===== config.mk =====
export PLATFORM = sky130hd
export DESIGN_NAME = fclip_chain
export DESIGN_NICKNAME = d
export VERILOG_FILES = /design/src/hw/rtl/fclip_pkg.sv /design/src/hw/rtl/fclip_cell.sv /design/src/hw/rtl/fclip_chain.sv
export SDC_FILE = /design/constraint.sdc
export NUM_CORES = 2
export LEC_CHECK = 0
export BUFFER_PORTS_ARGS = -buffer_cell sky130_fd_sc_hd__buf_2
export CORE_ASPECT_RATIO = 1.75
export CORE_MARGIN = 1.5
export CORE_UTILIZATION = 45
export DETAILED_ROUTE_END_ITERATION = 8
export PLACE_DENSITY = 0.59
export SYNTH_ARGS = -nofsm -noshare
export SYNTH_HDL_FRONTEND = slang
export SYNTH_SLANG_ARGS = --single-unit

===== constraint.sdc =====
create_clock -name clk -period 11.05 [get_ports clk]
set_input_delay 2.7625 -clock clk [delete_from_list [all_inputs] [get_ports clk]]
set_output_delay 2.7625 -clock clk [all_outputs]
set_load 0.05 [all_outputs]

===== src/hw/rtl/fclip_pkg.sv =====
package fclip_pkg;

  localparam int MAX_POLY_VERTS = 9;
  localparam int COORD_W        = 32;
  localparam int T_FRAC         = 16;
  localparam int NUM_PLANES     = 6;
  localparam int CHAIN_DEPTH    = 2 * MAX_POLY_VERTS;
  localparam int CHAIN_CNT_W    = $clog2(CHAIN_DEPTH + 1);
  localparam int VCNT_W         = $clog2(MAX_POLY_VERTS + 1);
  localparam int TOL_W          = 16;

  typedef logic signed [COORD_W-1:0] coord_t;
  typedef logic signed [COORD_W+2:0] wide_t;   // plane numerators and denominators
  typedef logic [COORD_W+1:0]        mag_t;    // their magnitudes
  typedef logic [T_FRAC:0]           tval_t;   // unsigned Q1.16
  typedef logic [T_FRAC-1:0]         quot_t;

  typedef struct packed {
    coord_t x;
    coord_t y;
    coord_t z;
    coord_t w;
  } vert_t;

  typedef enum logic [2:0] {
    PL_TOP    = 3'd0,
    PL_BOTTOM = 3'd1,
    PL_RIGHT  = 3'd2,
    PL_LEFT   = 3'd3,
    PL_FAR    = 3'd4,
    PL_NEAR   = 3'd5
  } plane_t;

  typedef enum logic [4:0] {
    S_IDLE, S_CLASSIFY, S_PASS, S_REJECT, S_LOAD, S_PLANE, S_POP, S_TEST,
    S_NUMDEN, S_GUARD, S_DIV, S_MUL, S_ADD, S_PUSH_X, S_PUSH_CUR, S_NEXT,
    S_PLANE_END, S_FAN, S_EMPTY, S_FAN0, S_FAN1, S_FAN_A, S_FAN_B, S_FAN_C
  } state_t;

  function automatic wide_t ext(coord_t c);
    return wide_t'(c);
  endfunction

  function automatic logic is_out(vert_t v, plane_t p);
    logic r;
    case (p)
      PL_TOP:    r = ext(v.y) > ext(v.w);
      PL_BOTTOM: r = ext(v.y) < -ext(v.w);
      PL_RIGHT:  r = ext(v.x) > ext(v.w);
      PL_LEFT:   r = ext(v.x) < -ext(v.w);
      PL_FAR:    r = ext(v.z) > ext(v.w);
      default:   r = v.z < 0;
    endcase
    return r;
  endfunction

  function automatic logic [NUM_PLANES-1:0] outcode(vert_t v);
    logic [NUM_PLANES-1:0] c;
    for (int i = 0; i < NUM_PLANES; i++) begin
      c[i] = is_out(v, plane_t'(i));
    end
    return c;
  endfunction

  function automatic coord_t coord_of(vert_t v, logic [1:0] k);
    coord_t c;
    case (k)
      2'd0:    c = v.x;
      2'd1:    c = v.y;
      2'd2:    c = v.z;
      default: c = v.w;
    endcase
    return c;
  endfunction

  function automatic mag_t mag_of(wide_t v);
    wide_t a;
    a = v[COORD_W+2] ? -v : v;
    return a[COORD_W+1:0];
  endfunction

endpackage


===== src/hw/rtl/fclip_cell.sv =====
module fclip_cell (
  input  logic                clk,
  input  logic                shift_en,
  input  logic                load_en,
  input  fclip_pkg::vert_t    neighbor,
  input  fclip_pkg::vert_t    bus,
  output fclip_pkg::vert_t    q
);
  import fclip_pkg::*;

  always_ff @(posedge clk) begin
    if (load_en) begin
      q <= bus;
    end else if (shift_en) begin
      q <= neighbor;
    end
  end

endmodule


===== src/hw/rtl/fclip_chain.sv =====
module fclip_chain (
  input  logic                                clk,
  input  logic                                rst,
  input  logic                                clear,
  input  logic                                push,
  input  fclip_pkg::vert_t                    push_data,
  input  logic                                pop,
  output fclip_pkg::vert_t                    head
);
  import fclip_pkg::*;

  vert_t q [CHAIN_DEPTH];
  vert_t nb [CHAIN_DEPTH];
  logic [CHAIN_CNT_W-1:0] count;

  for (genvar i = 0; i < CHAIN_DEPTH; i++) begin : g_cell
    if (i == CHAIN_DEPTH - 1) begin : g_end
      assign nb[i] = q[i];
    end else begin : g_mid
      assign nb[i] = q[i+1];
    end
    fclip_cell u_cell (
      .clk      (clk),
      .shift_en (pop),
      .load_en  (push && (count == CHAIN_CNT_W'(i))),
      .neighbor (nb[i]),
      .bus      (push_data),
      .q        (q[i])
    );
  end

  assign head = q[0];

  // push and pop never fall in the same cycle
  always_ff @(posedge clk) begin
    if (rst || clear) begin
      count <= '0;
    end else if (push) begin
      count <= count + 1'b1;
    end else if (pop) begin
      count <= count - 1'b1;
    end
  end

endmodule


# Yosys cells after proc, flatten, opt, wreduce, memory -nomap -nowiden
# Index checks and enable logic that the tools add are counted.
[word_totals]
regBits = 2309
in_bits = 133
output_inout_bits = 128
elab_cells = 166
[op_classes]
addsub = 2
eq_ne = 17
muxes = 36
reduce_logical = 38
[ops]
columns = ["operator", "n"]
rows = [
  ["$mux 128", 34],
  ["$eq 5x4->1 const B", 8],
  ["$reduce_bool 2->1", 18],
  ["$eq 5x3->1 const B", 4],
  ["$logic_and 1x1->1", 18],
  ["$eq 5x2->1 const B", 2],
  ["$eq 5x5->1 const B", 2],
  ["$mux 5", 2],
  ["$add 5x1->5 const B", 1],
  ["$eq 5x1->1 const B", 1],
  ["$logic_not 5->1", 1],
  ["$sub 5x1->5 const B", 1],
  ["$logic_or 1x1->1", 1],
]

# Logic depth before layout (Yosys ltp)
[depth]
depth_word = 3
depth_mapped = 7
ltp_nobuf = 5

# Hierarchy
# From an unflattened synthesis, not the netlist that was laid out.
[hier_totals]
cells_unflattened = 4950
hier_area_um2 = 98475.7
[modules_own_cells]
columns = ["mod", "instances", "cells_per_inst", "area_per_inst_um2", "seq_area_each_um2"]
rows = [
  ["fclip_cell", 18, 271, 5442.7, 3843.7],
  ["fclip_chain", 1, 72, 506.7, 100.1],
]

# Least setup slack after synthesis
# No wires, ideal clock.
[synth_timing]
path_kind = "in2reg"
from = "input port push"
to = "register, netlist name g_cell[17].u_cell.q[0]"
setup_ns = 0.616
arrival_ns = 8.343
required_ns = 10.434
path_slack_ns = 2.090
cell_stages = 3
path_buffers = 1
path_cell_list = "buf_2 > nand3b_1 > nor2_1"
[synth_via]
elab_chain_len = 1
[synth_lines]
columns = ["element", "line_no", "rtl"]
rows = [
  ["start: declaration", "fclip_chain.sv:5", "input logic push,"],
  ["$logic_and 1x1->1", "fclip_chain.sv:25", ".load_en (push && (count == CHAIN_CNT_W'(i))),"],
  ["net g_cell[17].u_cell.load_en", "fclip_cell.sv:4", "input logic load_en,"],
]
# The timed path passes the listed nets, and every way through them passes these cells.
# A chain may end at the register's enable or synchronous reset.

# Final worst setup path
[layout_timing]
from = "input port push"
to = "register, netlist name g_cell[8].u_cell.q[88]"
[layout_via]
elab_chain_len = 2
[layout_lines]
columns = ["element", "line_no"]
rows = [
  ["$logic_and 1x1->1", "fclip_chain.sv:25"],
  ["$reduce_bool 2->1 (no line)", "n/a"],
]
# Every way passes these cells.

==> impl_metrics.ini <==
[run_status]
status = finished, final reports clean

[global_routing]
grt_util_all_layers_pct = 18.2
grt_pass1_vias = 46882
grt_pass1_wl_mm = 303
antenna_found_initial = 28
gr-total-overflow = 0
grt_max_degree = 130

[layout]
finish.utilization_pct = 50.0
fillers = 17586
nets = 5250
final_cell_mix = edfxtp_1 (2304), mux2_2 (2175), buf_2 (260)
fin_area_um2 = 107000
drive_above_1_share_pct = 53.7
layout_commonest_cell = edfxtp_1
area_growth_syn_to_layout_pct = 10.3

[worst_setup_path]
cp_top_family = buffers and inverters
path_depth = 6
critPathLaunchType = primary input
r2r_slack_ns = 6.97
r2r_cells = 7
max_stage_delay_ns = 0.90
crit_path_top_delay_cell = or2_4
cp.arrival_ns = 6.01
cp-startpoint = push
timing.rr.end = g_cell[8].u_cell.q[88]$_DFFE_PP_
endpoint_kind = register
crit_buf_inv = 3
path_max_fanout = 129
critPathRequiredTime_ns = 11.51
rr_startpoint = count[0]$_SDFFE_PP0P_
crit_chain = buf_2, nand3_1, nor3_4, buf_12, or2_4, buf_4
path_class = primary input to register
endpoint = g_cell[8].u_cell.q[88]$_DFFE_PP_

[power]
powerDensity_nw_per_um2 = 177
p_seq_share_pct = 55.2
ir_worst_vdd_uv = 136
p_comb_share_pct = 6.6
p_switching_w = 0.00419
power_frac_clock_pct = 38.2
p_int_w = 0.0146
power_w = 0.0188
power.leakage_nw = 35.9
switching_share_pct = 22.2

[yosys]
synth_xor_area_share_pct = 0.0181
synth_edf_count = 2304
ys_warn_count = 0
synthesis.area_um2 = 96600
synth_top_family_by_area = multiplexers
synthArstFlopShare_pct = 0
ys.flop_type = edfxtp_1
muxShareOfSynthArea_pct = 25.4
postSynthAreaPerCell_um2 = 19.6
synthSimpleGateAreaFrac_pct = 0.376
seq_area_frac_synth_pct = 71.7
syn_nets = 5076
syn_inst = 4936
netlist-cell-type-count = 32
ys_seq_elements = 2309
synth_compound_area_share_pct = 0.0298
synth_fa_ha_area_share_pct = 0.0907

[timing]
layout_min_cycle_time_ns = 5.55
tns_ns = 0
drv_slew = 0
rsz0062_at_grt = no
fin_crit_sh_pct = 50.2
max_slew_margin_pct = 22.3
fmax_mhz = 180
holdWs_ns = 0.518
worst_pin_slew_ns = 1.17
hold_viol = 0
skew_ns = 0.0415
setup_violations = 0

[route]
drt-total-wl_mm = 198
drtAntennaViolNets = 0
drc = 0
viasPerCell = 5.43
firstDrtPassIters = 5
first_iter_violations = 2715
vias = 44042
wl_per_cell_um = 24.5

[clock_tree]
htree_levels = 4
cts_root_buffer = clkbuf_16
cts_setup_buffers = 0
cts_inserted_buffers = 214
cts_tree = built
clock-sinks = 2309
ctsLongestPathBuffers = 4
clk_pin_slew_ns = 0.07
clk-insertion-delay-late_ns = 0.86
cts_hold_buf = 0
cts-resized-gates = 0

[floorplan]
start_util_pct = 45.4
die_x_um = 353
die-height_um = 616
rows = 224
die_area_um2 = 218000
core_area_um2 = 213000
ioPinCount = 261

[hold_path]
min_from = g_cell[16].u_cell.q[71]$_DFFE_PP_
hp-class = register to register

[placed_design]
dpl.hpwl_mm = 107
gp_congestion = 0.712
port_buffers = 260
placed_cell_area_um2 = 100000

[job]
maxCapViolCount = 0
worst min-delay path by stage:
stage | endpoint | slack [ns] | cells after the start
after detailed placement | g_cell[10].u_cell.q[67]$_DFFE_PP_ | 0.53 | 1
after floorplan | g_cell[9].u_cell.q[124]$_DFFE_PP_ | 0.50 | 1
after CTS | g_cell[10].u_cell.q[38]$_DFFE_PP_ | 0.52 | 1
after global placement | g_cell[3].u_cell.q[22]$_DFFE_PP_ | 0.53 | 1
after global routing | g_cell[15].u_cell.q[73]$_DFFE_PP_ | 0.54 | 1
final | g_cell[15].u_cell.q[71]$_DFFE_PP_ | 0.52 | 1
layer usage:
metal,track usage [%],up-vias,share of wire (%)
met5,0,-,0.086
met4,4.36,28,2.1
met3,2.63,286,3.9
met2,33.2,785,53
met1,22.7,23176,41
li1,-,19767,-
metrics by stage:
stage | worst slack [ns] | std cells
floorplan | 2.09 | 4936
global placement | 4.61 | 7719
detailed placement | 4.52 | 7719
CTS | 5.46 | 8100
global route | 5.28 | 8102
finish | 5.50 | 8106
cells in the mapped netlist, drive strengths merged, types with 4 or more instances:
cell	n	area, um^2
nor2	11	43.8
nand2b	10	62.6
nand2	4	15.0
clkbuf	130	488
nand3	8	40.0
or2	10	62.6
inv	4	15.0
edfxtp	2304	69200
buf	242	1810
dfxtp	5	100
ha	7	87.6
mux2	2176	24500
sequential cells by signal (all words and copies together) (netlist names):
signal,count
g_cell.u_cell.q,2304
count,5
area by class of cell:
class	count	area, um^2	area share [%]
Tap cell	2825	3530	3.32
Clock inverter	128	1060	0.999
Inverter	4	15.0	0.0141
Sequential cell	2309	69300	65.0
Clock buffer	253	5540	5.20
Multi-Input combinational cell	2251	25200	23.7
Antenna cell	6	15.0	0.0141
Timing Repair Buffer	330	1900	1.78
power by group through the flow:
stage | registers (W) | clock network, W | logic [W]
after floorplan | 0.0108 | 0 | 0.000672
after global placement | 0.0106 | 0 | 0.00125
after detailed placement | 0.0106 | 0 | 0.00127
after CTS | 0.0104 | 0.00741 | 0.00128
after global routing | 0.0104 | 0.00769 | 0.00135
final | 0.0104 | 0.00719 | 0.00125
kinds of logic after synthesis:
| logic type | count (synthesis) |
|---|---|
| compound gates | 4 |
| fa+ha+maj | 7 |
| xor+xnor | 2 |
| mux | 2177 |
| flops | 2309 |
| buf+inv | 376 |
| simple gates | 61 |
Note: power is estimated with default switching activity, not from simulation.
