<file path="config.mk">
export PLATFORM = sky130hd
export DESIGN_NAME = fclip_div
export DESIGN_NICKNAME = d
export VERILOG_FILES = /design/src/hw/rtl/fclip_pkg.sv /design/src/hw/rtl/fclip_div.sv
export SDC_FILE = /design/constraint.sdc
export NUM_CORES = 1
export LEC_CHECK = 0
export BUFFER_PORTS_ARGS = -buffer_cell sky130_fd_sc_hd__buf_4
export CAP_MARGIN = 0
export CORE_MARGIN = 3
export CORE_UTILIZATION = 54
export CTS_BUF_LIST = sky130_fd_sc_hd__clkbuf_4
export CTS_CLUSTER_DIAMETER = 80
export CTS_CLUSTER_SIZE = 24
export DETAILED_ROUTE_END_ITERATION = 8
export GPL_ROUTABILITY_DRIVEN = 0
export PLACE_DENSITY = 0.79
export SYNTH_ARGS = -nofsm -noshare
export SYNTH_HDL_FRONTEND = slang
export SYNTH_SLANG_ARGS = --single-unit
export TNS_END_PERCENT = 20
</file>
<file path="constraint.sdc">
create_clock -name clk -period 2.5 [get_ports clk]
set_clock_uncertainty 0.1 [all_clocks]
set_input_delay 0.5 -clock clk [delete_from_list [all_inputs] [get_ports clk]]
set_output_delay 0.5 -clock clk [all_outputs]
set_load 0.01 [all_outputs]
</file>
<file path="src/hw/rtl/fclip_pkg.sv">
package fclip_pkg;

  localparam int MAX_POLY_VERTS = 9;
  localparam int COORD_W        = 32;
  localparam int T_FRAC         = 16;
  localparam int NUM_PLANES     = 6;
  localparam int CHAIN_DEPTH    = 2 * MAX_POLY_VERTS;
  localparam int CHAIN_CNT_W    = $clog2(CHAIN_DEPTH + 1);
  localparam int VCNT_W         = $clog2(MAX_POLY_VERTS + 1);
  localparam int TOL_W          = 16;

  typedef logic signed [COORD_W-1:0] coord_t;
  typedef logic signed [COORD_W+2:0] wide_t;   // plane numerators and denominators
  typedef logic [COORD_W+1:0]        mag_t;    // their magnitudes
  typedef logic [T_FRAC:0]           tval_t;   // unsigned Q1.16
  typedef logic [T_FRAC-1:0]         quot_t;

  typedef struct packed {
    coord_t x;
    coord_t y;
    coord_t z;
    coord_t w;
  } vert_t;

  typedef enum logic [2:0] {
    PL_TOP    = 3'd0,
    PL_BOTTOM = 3'd1,
    PL_RIGHT  = 3'd2,
    PL_LEFT   = 3'd3,
    PL_FAR    = 3'd4,
    PL_NEAR   = 3'd5
  } plane_t;

  typedef enum logic [4:0] {
    S_IDLE, S_CLASSIFY, S_PASS, S_REJECT, S_LOAD, S_PLANE, S_POP, S_TEST,
    S_NUMDEN, S_GUARD, S_DIV, S_MUL, S_ADD, S_PUSH_X, S_PUSH_CUR, S_NEXT,
    S_PLANE_END, S_FAN, S_EMPTY, S_FAN0, S_FAN1, S_FAN_A, S_FAN_B, S_FAN_C
  } state_t;

  function automatic wide_t ext(coord_t c);
    return wide_t'(c);
  endfunction

  function automatic logic is_out(vert_t v, plane_t p);
    logic r;
    case (p)
      PL_TOP:    r = ext(v.y) > ext(v.w);
      PL_BOTTOM: r = ext(v.y) < -ext(v.w);
      PL_RIGHT:  r = ext(v.x) > ext(v.w);
      PL_LEFT:   r = ext(v.x) < -ext(v.w);
      PL_FAR:    r = ext(v.z) > ext(v.w);
      default:   r = v.z < 0;
    endcase
    return r;
  endfunction

  function automatic logic [NUM_PLANES-1:0] outcode(vert_t v);
    logic [NUM_PLANES-1:0] c;
    for (int i = 0; i < NUM_PLANES; i++) begin
      c[i] = is_out(v, plane_t'(i));
    end
    return c;
  endfunction

  function automatic coord_t coord_of(vert_t v, logic [1:0] k);
    coord_t c;
    case (k)
      2'd0:    c = v.x;
      2'd1:    c = v.y;
      2'd2:    c = v.z;
      default: c = v.w;
    endcase
    return c;
  endfunction

  function automatic mag_t mag_of(wide_t v);
    wide_t a;
    a = v[COORD_W+2] ? -v : v;
    return a[COORD_W+1:0];
  endfunction

endpackage

</file>
<file path="src/hw/rtl/fclip_div.sv">
module fclip_div (
  input  logic                 clk,
  input  logic                 rst,
  input  logic                 start,
  input  fclip_pkg::mag_t      num,
  input  fclip_pkg::mag_t      den,
  output logic                 done,
  output fclip_pkg::quot_t     quot
);
  import fclip_pkg::*;

  localparam int STEP_W = $clog2(T_FRAC);

  logic                  busy;
  logic [STEP_W-1:0]     step;
  logic [COORD_W+2:0]    rem;
  mag_t                  dsr;
  logic [COORD_W+2:0]    rem2;
  logic                  fits;

  assign rem2 = {rem[COORD_W+1:0], 1'b0};
  assign fits = rem2 >= {1'b0, dsr};

  // one quotient bit per cycle, numerator below denominator on entry
  always_ff @(posedge clk) begin
    if (rst) begin
      busy <= 1'b0;
      done <= 1'b0;
    end else begin
      done <= 1'b0;
      if (start) begin
        busy <= 1'b1;
      end else if (busy && step == STEP_W'(T_FRAC - 1)) begin
        busy <= 1'b0;
        done <= 1'b1;
      end
    end
  end

  always_ff @(posedge clk) begin
    if (start) begin
      rem  <= {1'b0, num};
      dsr  <= den;
      step <= '0;
      quot <= '0;
    end else if (busy) begin
      rem  <= fits ? rem2 - {1'b0, dsr} : rem2;
      quot <= {quot[T_FRAC-2:0], fits};
      step <= step + 1'b1;
    end
  end

endmodule

</file>
# Word level (Yosys, flattened, before mapping)

Cells that the tools add are included.

Bits in read-only memories: 0
Output and inout port bits: 17
Memories kept: 0
Register bits after elaboration: 90
Bits in writable memories: 0
Input port bits: 71
Latch bits: 0

Order comparisons: 1
Eq/ne operators: 1
Shift-type cells: 0
Add/sub/neg operators: 2
$mul: 0
Multiplexer cells: 6
Bitwise logic cells: 0
Reductions and logical operators: 4
Div/mod/pow operators: 0

Operators by type and width:

| kind                | count |
|---|---|
| $mux 34             | 3 |
| $ge 35x34->1        | 1 |
| $sub 34x34->34      | 1 |
| $add 4x1->4 const B | 1 |
| $eq 4x4->1 const B  | 1 |
| $reduce_bool 2->1   | 2 |
| $mux 1              | 3 |
| $reduce_or 2->1     | 1 |
| $logic_and 1x1->1   | 1 |

# Logic depth before layout (Yosys ltp)

Gate-level depths: netlist of run 1.

Word-level depth: 4
Mapped depth: 13

# Least setup slack after synthesis of run 1

Ideal clock, no wire load.

Path kind: register -> register
From: reg rem[7]
To: reg rem[18] (data pin)
Buffers on the path: 1
Required time: 2.139 ns
Slack: -0.260 ns
Cell stages (with the launch flop): 11
Data arrival time: 2.399 ns
Cells stage by stage: edfxtp_1 ha_1 and4_1 a21boi_2 o21a_1 o31a_4 a31oi_4 o21a_4 buf_6 nor3_1 a221o_1

Cells in the longest elaborated chain, start to end: 4
Elaborated cells on any way between the ends: 5
Those cells by class: add/sub: 1; order compare: 1; mux: 3

Ends and longest elaborated chain:

| element                                               | RTL line                         | RTL |
|---|---|---|
| from (decl)                                           | fclip_div.sv:16                  | `logic [COORD_W+2:0] rem;` |
| from (signal assigned)                                | fclip_div.sv:42                  | `rem <= {1'b0, num};` |
| from (signal assigned)                                | fclip_div.sv:47                  | `rem <= fits ? rem2 - {1'b0, dsr} : rem2;` |
| $sub 34x34->34 / $ge 35x34->1 (equally long branches) | fclip_div.sv:47, fclip_div.sv:22 |  |
| $mux 34 (*)                                           | fclip_div.sv:47                  |  |
| $mux 34 (*)                                           | fclip_div.sv:46                  | `end else if (busy) begin` |
| $mux 34 (*)                                           | fclip_div.sv:41                  | `if (start) begin` |

Mark *: on every way between the ends. The rest lies on a longest branch, timed or not. The select of a mux whose other input is x is not followed.
A chain may end at the register's enable or synchronous reset.

# Worst setup path in the final report of run 1

From: reg rem[24]
To: reg rem[32] (data pin)

The elaborated chain is that of the path after synthesis.

==> impl_metrics.json, run 1 <==
{
  "outcome": "finished, violations left",
  "violations": "setup timing",
  "fmax_mhz": 359,
  "yosys-top-cells-count": "edfxtp_1 (68), nand2_1 (57), inv_1 (42), nor2_1 (37), a21oi_1 (36)",
  "synth_nets": 686,
  "synthMostInstantiatedCell": "edfxtp_1",
  "crit_path_frequent_cell": "a21o_1",
  "crit_chain": "ha_4 > a21o_1 > a21o_1 > a2111oi_4 > nor3_2 > nor4_4 > buf_4 > nor4_1 > a311o_1 > o21ai_1",
  "post-route-drc-count": 0,
  "numCtsBuffers": 9,
  "start_kind": "flip-flop",
  "drt_first_pass_iters": 5,
  "io_pins": 88,
  "port_buffers": 87,
  "die_h_um": 109,
  "routed_via_density": 5.85,
  "die_area_um2": 11800,
  "initial_core_util_pct": 57.0,
  "yosys_warnings": 0,
  "async_reset_ff_share_pct": 0,
  "p_per_area_nw_per_um2": 886,
  "end_kind": "flip-flop",
  "slowest_stage": "edfxtp_1",
  "hpwlAfterDp_um": 10700,
  "fin_setup_tns_ns": -5.51,
  "p_leak_nw": 3.31,
  "ys_ff_latch": 90,
  "maxSlewHeadroom_pct": 67.8,
  "final_nets": 854,
  "grt-ovfl-total": 0,
  "cts_tree": "done",
  "cts_root_buf": "clkbuf_4",
  "rows": 36,
  "grt_use_total_pct": 26.2,
  "clk_pin_slew_ns": 0.16,
  "worstPathMaxFanout": 2,
  "antenna_found_initial": 0,
  "vdd_drop_max_mv": 0.493,
  "finalCritPeriodShare_pct": 111,
  "synth_top_area_share_pct": 35.8,
  "cts_buffer_depth": 2,
  "core_area_um2": 10000,
  "hold_violations": 0,
  "synth_edf_count": 68,
  "synthFlopType": "edfxtp_1",
  "final_max_slew_viol_count": 0,
  "syn_to_final_growth_pct": 37.4,
  "max_stage_delay_ns": 0.48,
  "grt_pass1_wl_um": 24600,
  "worstPathRequired_ns": 2.73,
  "synthCells": 579,
  "hold_path_class": "input port to flip-flop",
  "vias": 5177,
  "synth_cell_types": 60,
  "avgSynthCellArea_um2": 9.84,
  "power_mw": 6.93,
  "drive_gt1_share_pct": 37.1,
  "drv_cap": 0,
  "finalSetupViolations": 34,
  "insertion_delay_ns": 0.47,
  "post-route-worst-setup-slack_ns": -0.285,
  "drt-total-wl_um": 15300,
  "hold_ws_ns": 0.0856,
  "cts_sinks": 90,
  "fin_area_um2": 7830,
  "tightest_slew_ns": 0.477,
  "grt_max_degree": 69,
  "die_w_um": 109,
  "worstPathArrival_ns": 3.01,
  "drt_iter0_markers": 356,
  "avgRoutedWirePerCell_um": 17.3,
  "syn_area_um2": 5700,
  "synth_area_leaders": "edfxtp_1 (36%), dfxtp_1 (7.7%), ha_1 (7.7%)",
  "seq_area_frac_synth_pct": 43.6,
  "period_needed_ns": 2.78,
  "fin_cells": 885,
  "n_antenna_cell": 0,
  "ant_nets": 0,
  "placed_cell_area_um2": 7290,
  "grt_pass1_vias": 5334,
  "htreeDepth": 3,
  "dp.cells": 861,
  "rsz0062_at_grt": "true",
  "yosysTopAreaCell": "edfxtp_1",
  "setup.worst_path.class": "flip-flop to flip-flop"
}
-- through the flow --
step,setup slack (ns),util (%)
after floorplan,-0.0402,-
after global routing,-0.379,78.3
after global placement,-0.242,72.9
after detailed placement,-0.285,72.9
after CTS,-0.232,76.9
final,-0.285,78.3
-- cells by family (layout without fill, tap and decap cells) --
group	after synthesis	after routing	synth area share, %
AND/OR/NAND/NOR	178	178	15.7
buffers and inverters	75	248	5.60
adder cells (fa/ha/maj)	36	36	8.04
flip-flops	90	90	43.6
AO/OA/AOI/OAI	150	150	19.0
multiplexers	18	18	3.16
XOR/XNOR	32	32	4.92
-- state kept, by name, summed over array words and instances (netlist names) --
name	cells
dsr	34
rem	34
done	1
quot	16
step	4
busy	1
-- layer usage --
| layer | global-route usage (%) | vias to the layer above | share of wire (%) |
|---|---|---|---|
| li1 | - | 2469 | - |
| met1 | 31.8 | 2459 | 41 |
| met5 | 0 | - | 0 |
| met4 | 10.1 | 0 | 2.3 |
| met3 | 4.20 | 36 | 5.9 |
| met2 | 46.6 | 213 | 51 |
-- report_power, final --
| part | total (mW) | internal [mW] | switching (mW) | leakage, nW |
|---|---|---|---|---|
| sequential | 2.08 | 1.91 | 0.169 | 0.860 |
| clock | 0.790 | 0.230 | 0.561 | 0.0732 |
| combinational | 4.06 | 2.05 | 2.01 | 2.38 |
-- worst paths after layout --
path              startpoint       to  slack [ns]  cells after the start
setup / recovery     rem[24]  rem[32]       -0.28                     10
hold / removal           rst     done        0.09                      2
setup reg to reg     rem[24]  rem[32]       -0.28                     10
hold reg to reg      step[3]     done        0.39                      2
-- cell usage in the layout, fill, tap and decap left out, types with 6 or more instances in the layout --
cell,netlist,layout
nand3b_1,20,20
xor2_1,16,16
buf_12,0,6
a21o_1,15,15
mux2i_1,18,18
edfxtp_1,68,68
dfxtp_1,22,22
o21ai_0,15,9
inv_1,42,40
nor2b_1,13,13
buf_4,2,178
nor2_1,37,37
o31ai_2,1,6
ha_4,0,18
nand2_1,57,56
nand3_1,13,13
o21ai_1,4,8
ha_1,35,16
a21oi_1,36,30
o311ai_1,17,13
clkbuf_4,0,10
a211oi_2,0,8
o21bai_1,6,6
nand4_1,9,9
xnor2_1,16,16
-- critical path, delay by kind of cell (launching register included) --
kind / cells / cell delay, ns
AND/OR/NAND/NOR: 3 / 0.43
adder cells (fa/ha/maj): 1 / 0.28
AO/OA/AOI/OAI: 5 / 1.20
flip-flops: 1 / 0.48
buffers and inverters: 1 / 0.16
-- final cells by class --
type,count,area [um2]
clock inverters,6,48.8
inverters,42,158
fillers,631,2170
clock buffers,10,75.1
repair buffers,190,1530
flip-flops and latches,90,2480
multi-input cells,414,3370
well taps,133,166
-- repair_timing --
item	CTS	global route
hold buffers	0	0
cloned	0	0
pin swaps	26	17
buffers inserted	8	0
setup endpoints to repair	35	35
resized for setup	40	25
Power figures use the tool's default switching activity.
==> run 2, diff against run 1 <==
--- a/config.mk
+++ b/config.mk
@@ -14,7 +14,7 @@
 export CTS_CLUSTER_SIZE = 24
 export DETAILED_ROUTE_END_ITERATION = 8
 export GPL_ROUTABILITY_DRIVEN = 0
-export PLACE_DENSITY = 0.79
+export PLACE_DENSITY = 0.76
 export SYNTH_ARGS = -nofsm -noshare
 export SYNTH_HDL_FRONTEND = slang
 export SYNTH_SLANG_ARGS = --single-unit
==> run 2 against run 1 <==
  * The run still ends with setup timing left
  * Flip-flop and latch count did not move
  * Clock-buffer cell count fell by 1
  * Critical path depth did not move
  * Combinational power rose by 2%
  * Register-to-register slack got worse by 0.02 ns
  * Global-route usage fell by 0.43 points
  * Worst hold slack got worse by 0.020 ns
  * Sequential share of layout area fell by 0.26 points
  * Total power rose by 1.4%
  * Core utilization rose by 0.64 points
  * Maximum frequency fell by 0.68%
  * Cell area rose by 0.82%
  * Largest cell class unchanged
==> impl_metrics.json, run 2 (synthesized netlist as in run 1, its figures left out) <==
{
  "cts_tree": "done",
  "die_area_um2": 11800,
  "rsz0062_at_grt": "true",
  "worstPathMaxFanout": 5,
  "htreeDepth": 3,
  "insertion_delay_ns": 0.48,
  "violations": "setup timing",
  "vias": 5153,
  "worstPathArrival_ns": 3.05,
  "post-route-worst-setup-slack_ns": -0.304,
  "grt_use_total_pct": 25.8,
  "numCtsBuffers": 9,
  "setup.worst_path.class": "flip-flop to flip-flop",
  "layout_common_cells": "buf_4 (196), edfxtp_1 (68), nand2_1 (56)",
  "fin_util_pct": 78.9,
  "port_buffers": 87,
  "io_pins": 88,
  "worstPathRequired_ns": 2.75,
  "initial_core_util_pct": 57.0,
  "combinationalPowerShare_pct": 59.0,
  "p_int_mw": 4.25,
  "cts_sinks": 90,
  "finalCritPeriodShare_pct": 112,
  "final_max_slew_viol_count": 0,
  "die_w_um": 109,
  "p_per_area_nw_per_um2": 891,
  "pwr-share-seq_pct": 29.5,
  "clk_pin_slew_ns": 0.16,
  "routed_via_density": 5.72,
  "tightest_slew_ns": 0.432,
  "final_nets": 869,
  "antenna_found_initial": 1,
  "grt_pass1_wl_um": 23900,
  "ant_nets": 0,
  "cts_root_buf": "clkbuf_4",
  "maxSlewHeadroom_pct": 71.0,
  "nFillCells": 648,
  "rows": 36,
  "hold_path_class": "input port to flip-flop",
  "hold_violations": 0,
  "syn_to_final_growth_pct": 38.5,
  "period_needed_ns": 2.80,
  "hold_ws_ns": 0.0658,
  "vdd_drop_max_mv": 0.446,
  "core_area_um2": 10000,
  "seqCellArea_um2": 2480,
  "drive_gt1_share_pct": 37.8,
  "power_switching_mw": 2.77,
  "drt-total-wl_um": 15300,
  "finalSetupViolations": 33,
  "die_h_um": 109,
  "grt_pass1_vias": 5075,
  "p_leak_nw": 3.39,
  "end_kind": "flip-flop",
  "drt_iter0_markers": 379,
  "post-route-drc-count": 0,
  "swShare_pct": 39.5,
  "start_kind": "flip-flop",
  "final_common_cell": "buf_4",
  "clkPwrFrac_pct": 11.5,
  "reg_top3": "dsr: 34 flops, rem: 34 flops, quot: 16 flops",
  "cts_buffer_depth": 2,
  "fmax_mhz": 357,
  "drt_first_pass_iters": 5,
  "grt_max_degree": 62,
  "hpwlAfterDp_um": 10700,
  "outcome": "finished, violations left",
  "multi_input_area_um2": 3310,
  "drv_cap": 0,
  "avgRoutedWirePerCell_um": 17.0,
  "grt-ovfl-total": 0
}
run 2: through the flow:
stage               setup TNS (ns)  power [mW]  instances  cell area (um2)  setup WS (ns)
floorplan                   -0.337        4.30        579             5870        -0.0402
global placement             -5.26        5.51        869             7330         -0.245
detailed placement           -6.85        5.63        869             7330         -0.276
CTS                          -4.74        6.72        894             7700         -0.221
global route                 -9.82        7.45        901             7890         -0.391
finish                       -6.37        7.03        901             7890         -0.304
run 2: worst max-delay path, stage by stage (launching register included):
cell and delay, ns:
edfxtp_1 0.48, ha_4 0.34, and4_4 0.24, o2111a_2 0.24, a21oi_4 0.09, o311ai_2 0.26, buf_4 0.19, nor4_4 0.04
or2_1 0.27, a311o_1 0.32, o21ai_1 0.12
run 2: layout make-up:
class / instances / area share (%)
Clock buffer: 9 / 0.856
Timing Repair Buffer: 205 / 20.7
Sequential cell: 90 / 31.5
Clock inverter: 7 / 0.841
Inverter: 42 / 2.00
Antenna cell: 1 / 0.0317
Multi-Input combinational cell: 414 / 42.0
Tap cell: 133 / 2.11
run 2: timing repair:
item	CTS	global route
endpoints found under the setup margin	33	34
buffers inserted	8	6
resized for setup	30	26
pin swaps	14	14
hold buffers	0	0
gates cloned	1	0
run 2: power by group through the flow:
stage          sequential [mW]  clock [mW]  combinational, mW
6_report                  2.07       0.811               4.15
5_1_grt                   2.09       0.897               4.46
4_1_cts                   2.06       0.824               3.83
3_5_place_dp              2.09           0               3.55
3_3_place_gp              2.07           0               3.43
2_1_floorplan             2.04           0               2.26
run 2: layer usage:
metal	part of all wire (%)	track usage (%)
met5	0	0
met2	50	42.8
met1	42	32.5
met3	5.6	5.27
met4	2.5	11.5
run 2: path summary, 6_finish.rpt:
| kind | slack (ns) | startpoint | cells after the start | end |
|---|---|---|---|---|
| min reg2reg | 0.39 | step[3] | 2 | done |
| max | -0.30 | rem[7] | 10 | rem[32] |
| min | 0.07 | rst | 2 | busy |
| max reg2reg | -0.30 | rem[7] | 10 | rem[32] |
==> run 3, diff against run 2 <==
--- a/config.mk
+++ b/config.mk
@@ -5,16 +5,17 @@
 export SDC_FILE = /design/constraint.sdc
 export NUM_CORES = 1
 export LEC_CHECK = 0
+export ABC_AREA = 1
 export BUFFER_PORTS_ARGS = -buffer_cell sky130_fd_sc_hd__buf_4
 export CAP_MARGIN = 0
 export CORE_MARGIN = 3
-export CORE_UTILIZATION = 54
+export CORE_UTILIZATION = 30
 export CTS_BUF_LIST = sky130_fd_sc_hd__clkbuf_4
 export CTS_CLUSTER_DIAMETER = 80
 export CTS_CLUSTER_SIZE = 24
 export DETAILED_ROUTE_END_ITERATION = 8
 export GPL_ROUTABILITY_DRIVEN = 0
-export PLACE_DENSITY = 0.76
+export PLACE_DENSITY = 0.46
 export SYNTH_ARGS = -nofsm -noshare
 export SYNTH_HDL_FRONTEND = slang
 export SYNTH_SLANG_ARGS = --single-unit
==> run 3 against run 2 <==
  * The flow now finishes without violations
  * Largest power group unchanged
  * Routed wire length grew 20%
  * Critical endpoint is now rem[1]
  * Sequential share of layout area shrank 1.6 points
  * Total power shrank 16%
  * Cell count grew 47%
  * Highest routed layer unchanged
==> impl_metrics.json, run 3 <==
{
  "grt_pass1_wl_um": 29000,
  "yosysTopAreaCell": "edfxtp_1",
  "hold_violations": 0,
  "finalSetupViolations": 0,
  "routed_via_density": 4.43,
  "synthCells": 923,
  "ys_ff_latch": 90,
  "cts_tree": "done",
  "async_reset_ff_share_pct": 0,
  "grt_use_total_pct": 15.3,
  "syn_area_um2": 6420,
  "numCtsBuffers": 9,
  "fmax_mhz": 413,
  "crit_family": "simple AND/OR/NAND/NOR gates",
  "finalCritPeriodShare_pct": 96.8,
  "antenna_found_initial": 1,
  "ant_nets": 0,
  "synth_nets": 1030,
  "die_area_um2": 23200,
  "synth-simple-area-share_pct": 35.6,
  "outcome": "completed",
  "tightest_slew_ns": 1.10,
  "io_pins": 88,
  "synth_cell_types": 31,
  "p_per_area_nw_per_um2": 715,
  "avgRoutedWirePerCell_um": 13.9,
  "cts_root_buf": "clkbuf_4",
  "vias": 5863,
  "htreeDepth": 3,
  "cts_sinks": 90,
  "synth-xor-area-share_pct": 2.32,
  "grt-ovfl-total": 0,
  "drt-total-wl_um": 18400,
  "drv_cap": 0,
  "vdd_drop_max_mv": 0.214,
  "syn_to_final_growth_pct": 29.3,
  "synth_area_leaders": "edfxtp_1 (32%), nand2_1 (21%), inv_1 (10%)",
  "synthFlopType": "edfxtp_1",
  "worstPathArrival_ns": 2.57,
  "hold_path_class": "input port to flip-flop",
  "setup.worst_path.class": "flip-flop to flip-flop",
  "crit_path_frequent_cell": "nand2_1",
  "drive_gt1_share_pct": 20.7,
  "avgSynthCellArea_um2": 6.96,
  "slowest_stage": "edfxtp_1",
  "end_kind": "flip-flop",
  "hpwlAfterDp_um": 13800,
  "initial_core_util_pct": 31.1,
  "port_buffers": 87,
  "maxSlewHeadroom_pct": 26.4,
  "reg_top3": "dsr: 34 flops, rem: 34 flops, quot: 16 flops",
  "final_nets": 1155,
  "yosys_warnings": 0,
  "post-route-worst-setup-slack_ns": 0.0807,
  "synthMostInstantiatedCell": "nand2_1",
  "insertion_delay_ns": 0.50,
  "rows": 52,
  "grt_max_degree": 50,
  "drt_first_pass_iters": 5,
  "final_max_slew_viol_count": 0,
  "start_kind": "flip-flop",
  "core_area_um2": 20600,
  "period_needed_ns": 2.42,
  "die_h_um": 152,
  "worstPathMaxFanout": 9,
  "drt_iter0_markers": 329,
  "fin_util_pct": 40.3,
  "clk_pin_slew_ns": 0.19,
  "seq_area_frac_synth_pct": 38.7,
  "synth_compound_area_share_pct": 4.03,
  "yosys-mux-area-fraction_pct": 0,
  "worstPathRequired_ns": 2.65,
  "cts_buffer_depth": 2,
  "post-route-drc-count": 0,
  "final_common_cell": "nand2_1",
  "place_worst_setup_slack_ns": -0.0422,
  "synth_top_area_share_pct": 31.8,
  "max_stage_delay_ns": 0.47,
  "synthAdderAreaFrac_pct": 7.13,
  "p_leak_nw": 4.16,
  "synth_top_family_by_area": "simple AND/OR/NAND/NOR gates",
  "rsz0062_at_grt": "true",
  "die_w_um": 152,
  "synth_edf_count": 68,
  "grt_pass1_vias": 5804,
  "yosys-top-cells-count": "nand2_1 (358), inv_1 (176), edfxtp_1 (68), nand3_1 (60), nor2_1 (54)",
  "critical_path_buf_inv_count": 2,
  "crit_chain": "ha_4 > nand2_2 > nor2_4 > inv_2 > nor3_2 > nand2_1 > nand2_2 > nand2_4 > nand2_4 > buf_12 > nand2_1 > nand3_1 > nand2_1",
  "layout_common_cells": "nand2_1 (346), inv_1 (172), buf_4 (125)"
}
-- run 3: final timing paths --
check,from,endpoint,slack (ns),cells after the start
setup reg to reg,rem[24],rem[1],0.08,13
hold reg to reg,step[1],step[1],0.39,2
setup / recovery,rem[24],rem[1],0.08,13
hold / removal,den[24],dsr[24],0.06,1
-- run 3: through the flow --
stage | setup TNS (ns) | hold WS [ns] | instance area (um2) | total power [mW] | cells
after floorplan | 0 | 0.339 | 6420 | 3.81 | 923
after global placement | -1.89 | 0.343 | 7630 | 4.71 | 1297
after detailed placement | -0.600 | 0.361 | 7630 | 4.69 | 1297
after CTS | 0 | 0.00587 | 7850 | 5.67 | 1315
after global routing | -0.644 | 0.00169 | 8300 | 6.46 | 1324
final | 0 | 0.0562 | 8300 | 5.94 | 1324
-- run 3: kinds of logic (layout without fill, tap and decap cells) --
logic type      count (synthesis)  after routing
compound gates                 46             46
xor+xnor                       17             17
fa+ha+maj                      36             36
buf+inv                       201            331
flops                          90             90
other cells                     0              1
simple gates                  533            533
-- run 3: area by class of cell --
| class | count | area, um2 |
|---|---|---|
| Fill cell | 2244 | 12300 |
| Multi-Input combinational cell | 632 | 3560 |
| Sequential cell | 90 | 2480 |
| Timing Repair Buffer | 134 | 1090 |
| Inverter | 181 | 679 |
| Tap cell | 270 | 338 |
| Clock inverter | 7 | 83.8 |
| Clock buffer | 9 | 67.6 |
| Antenna cell | 1 | 2.50 |
-- run 3: timing repair --
item / CTS / global route
hold buffers: 1 / 1
hold endpoints to repair: 1 / 1
gates cloned: 0 / 1
resized for setup: 8 / 55
setup buffers: 1 / 6
pin swaps: 0 / 15
endpoints found under the setup margin: 33 / 35
-- run 3: metal layers --
| metal | GRT usage, % | up-vias | wire (um) |
|---|---|---|---|
| met5 | 0 | - | 0 |
| li1 | - | 3115 | - |
| met2 | 23.9 | 96 | 8060 |
| met4 | 4.07 | 0 | 315 |
| met1 | 21.6 | 2635 | 9150 |
| met3 | 3.32 | 17 | 859 |
-- run 3: power breakdown --
part | leakage, nW | switching [mW] | internal [mW]
logic | 3.23 | 1.73 | 1.34
clock network | 0.0816 | 0.652 | 0.245
registers | 0.856 | 0.127 | 1.84
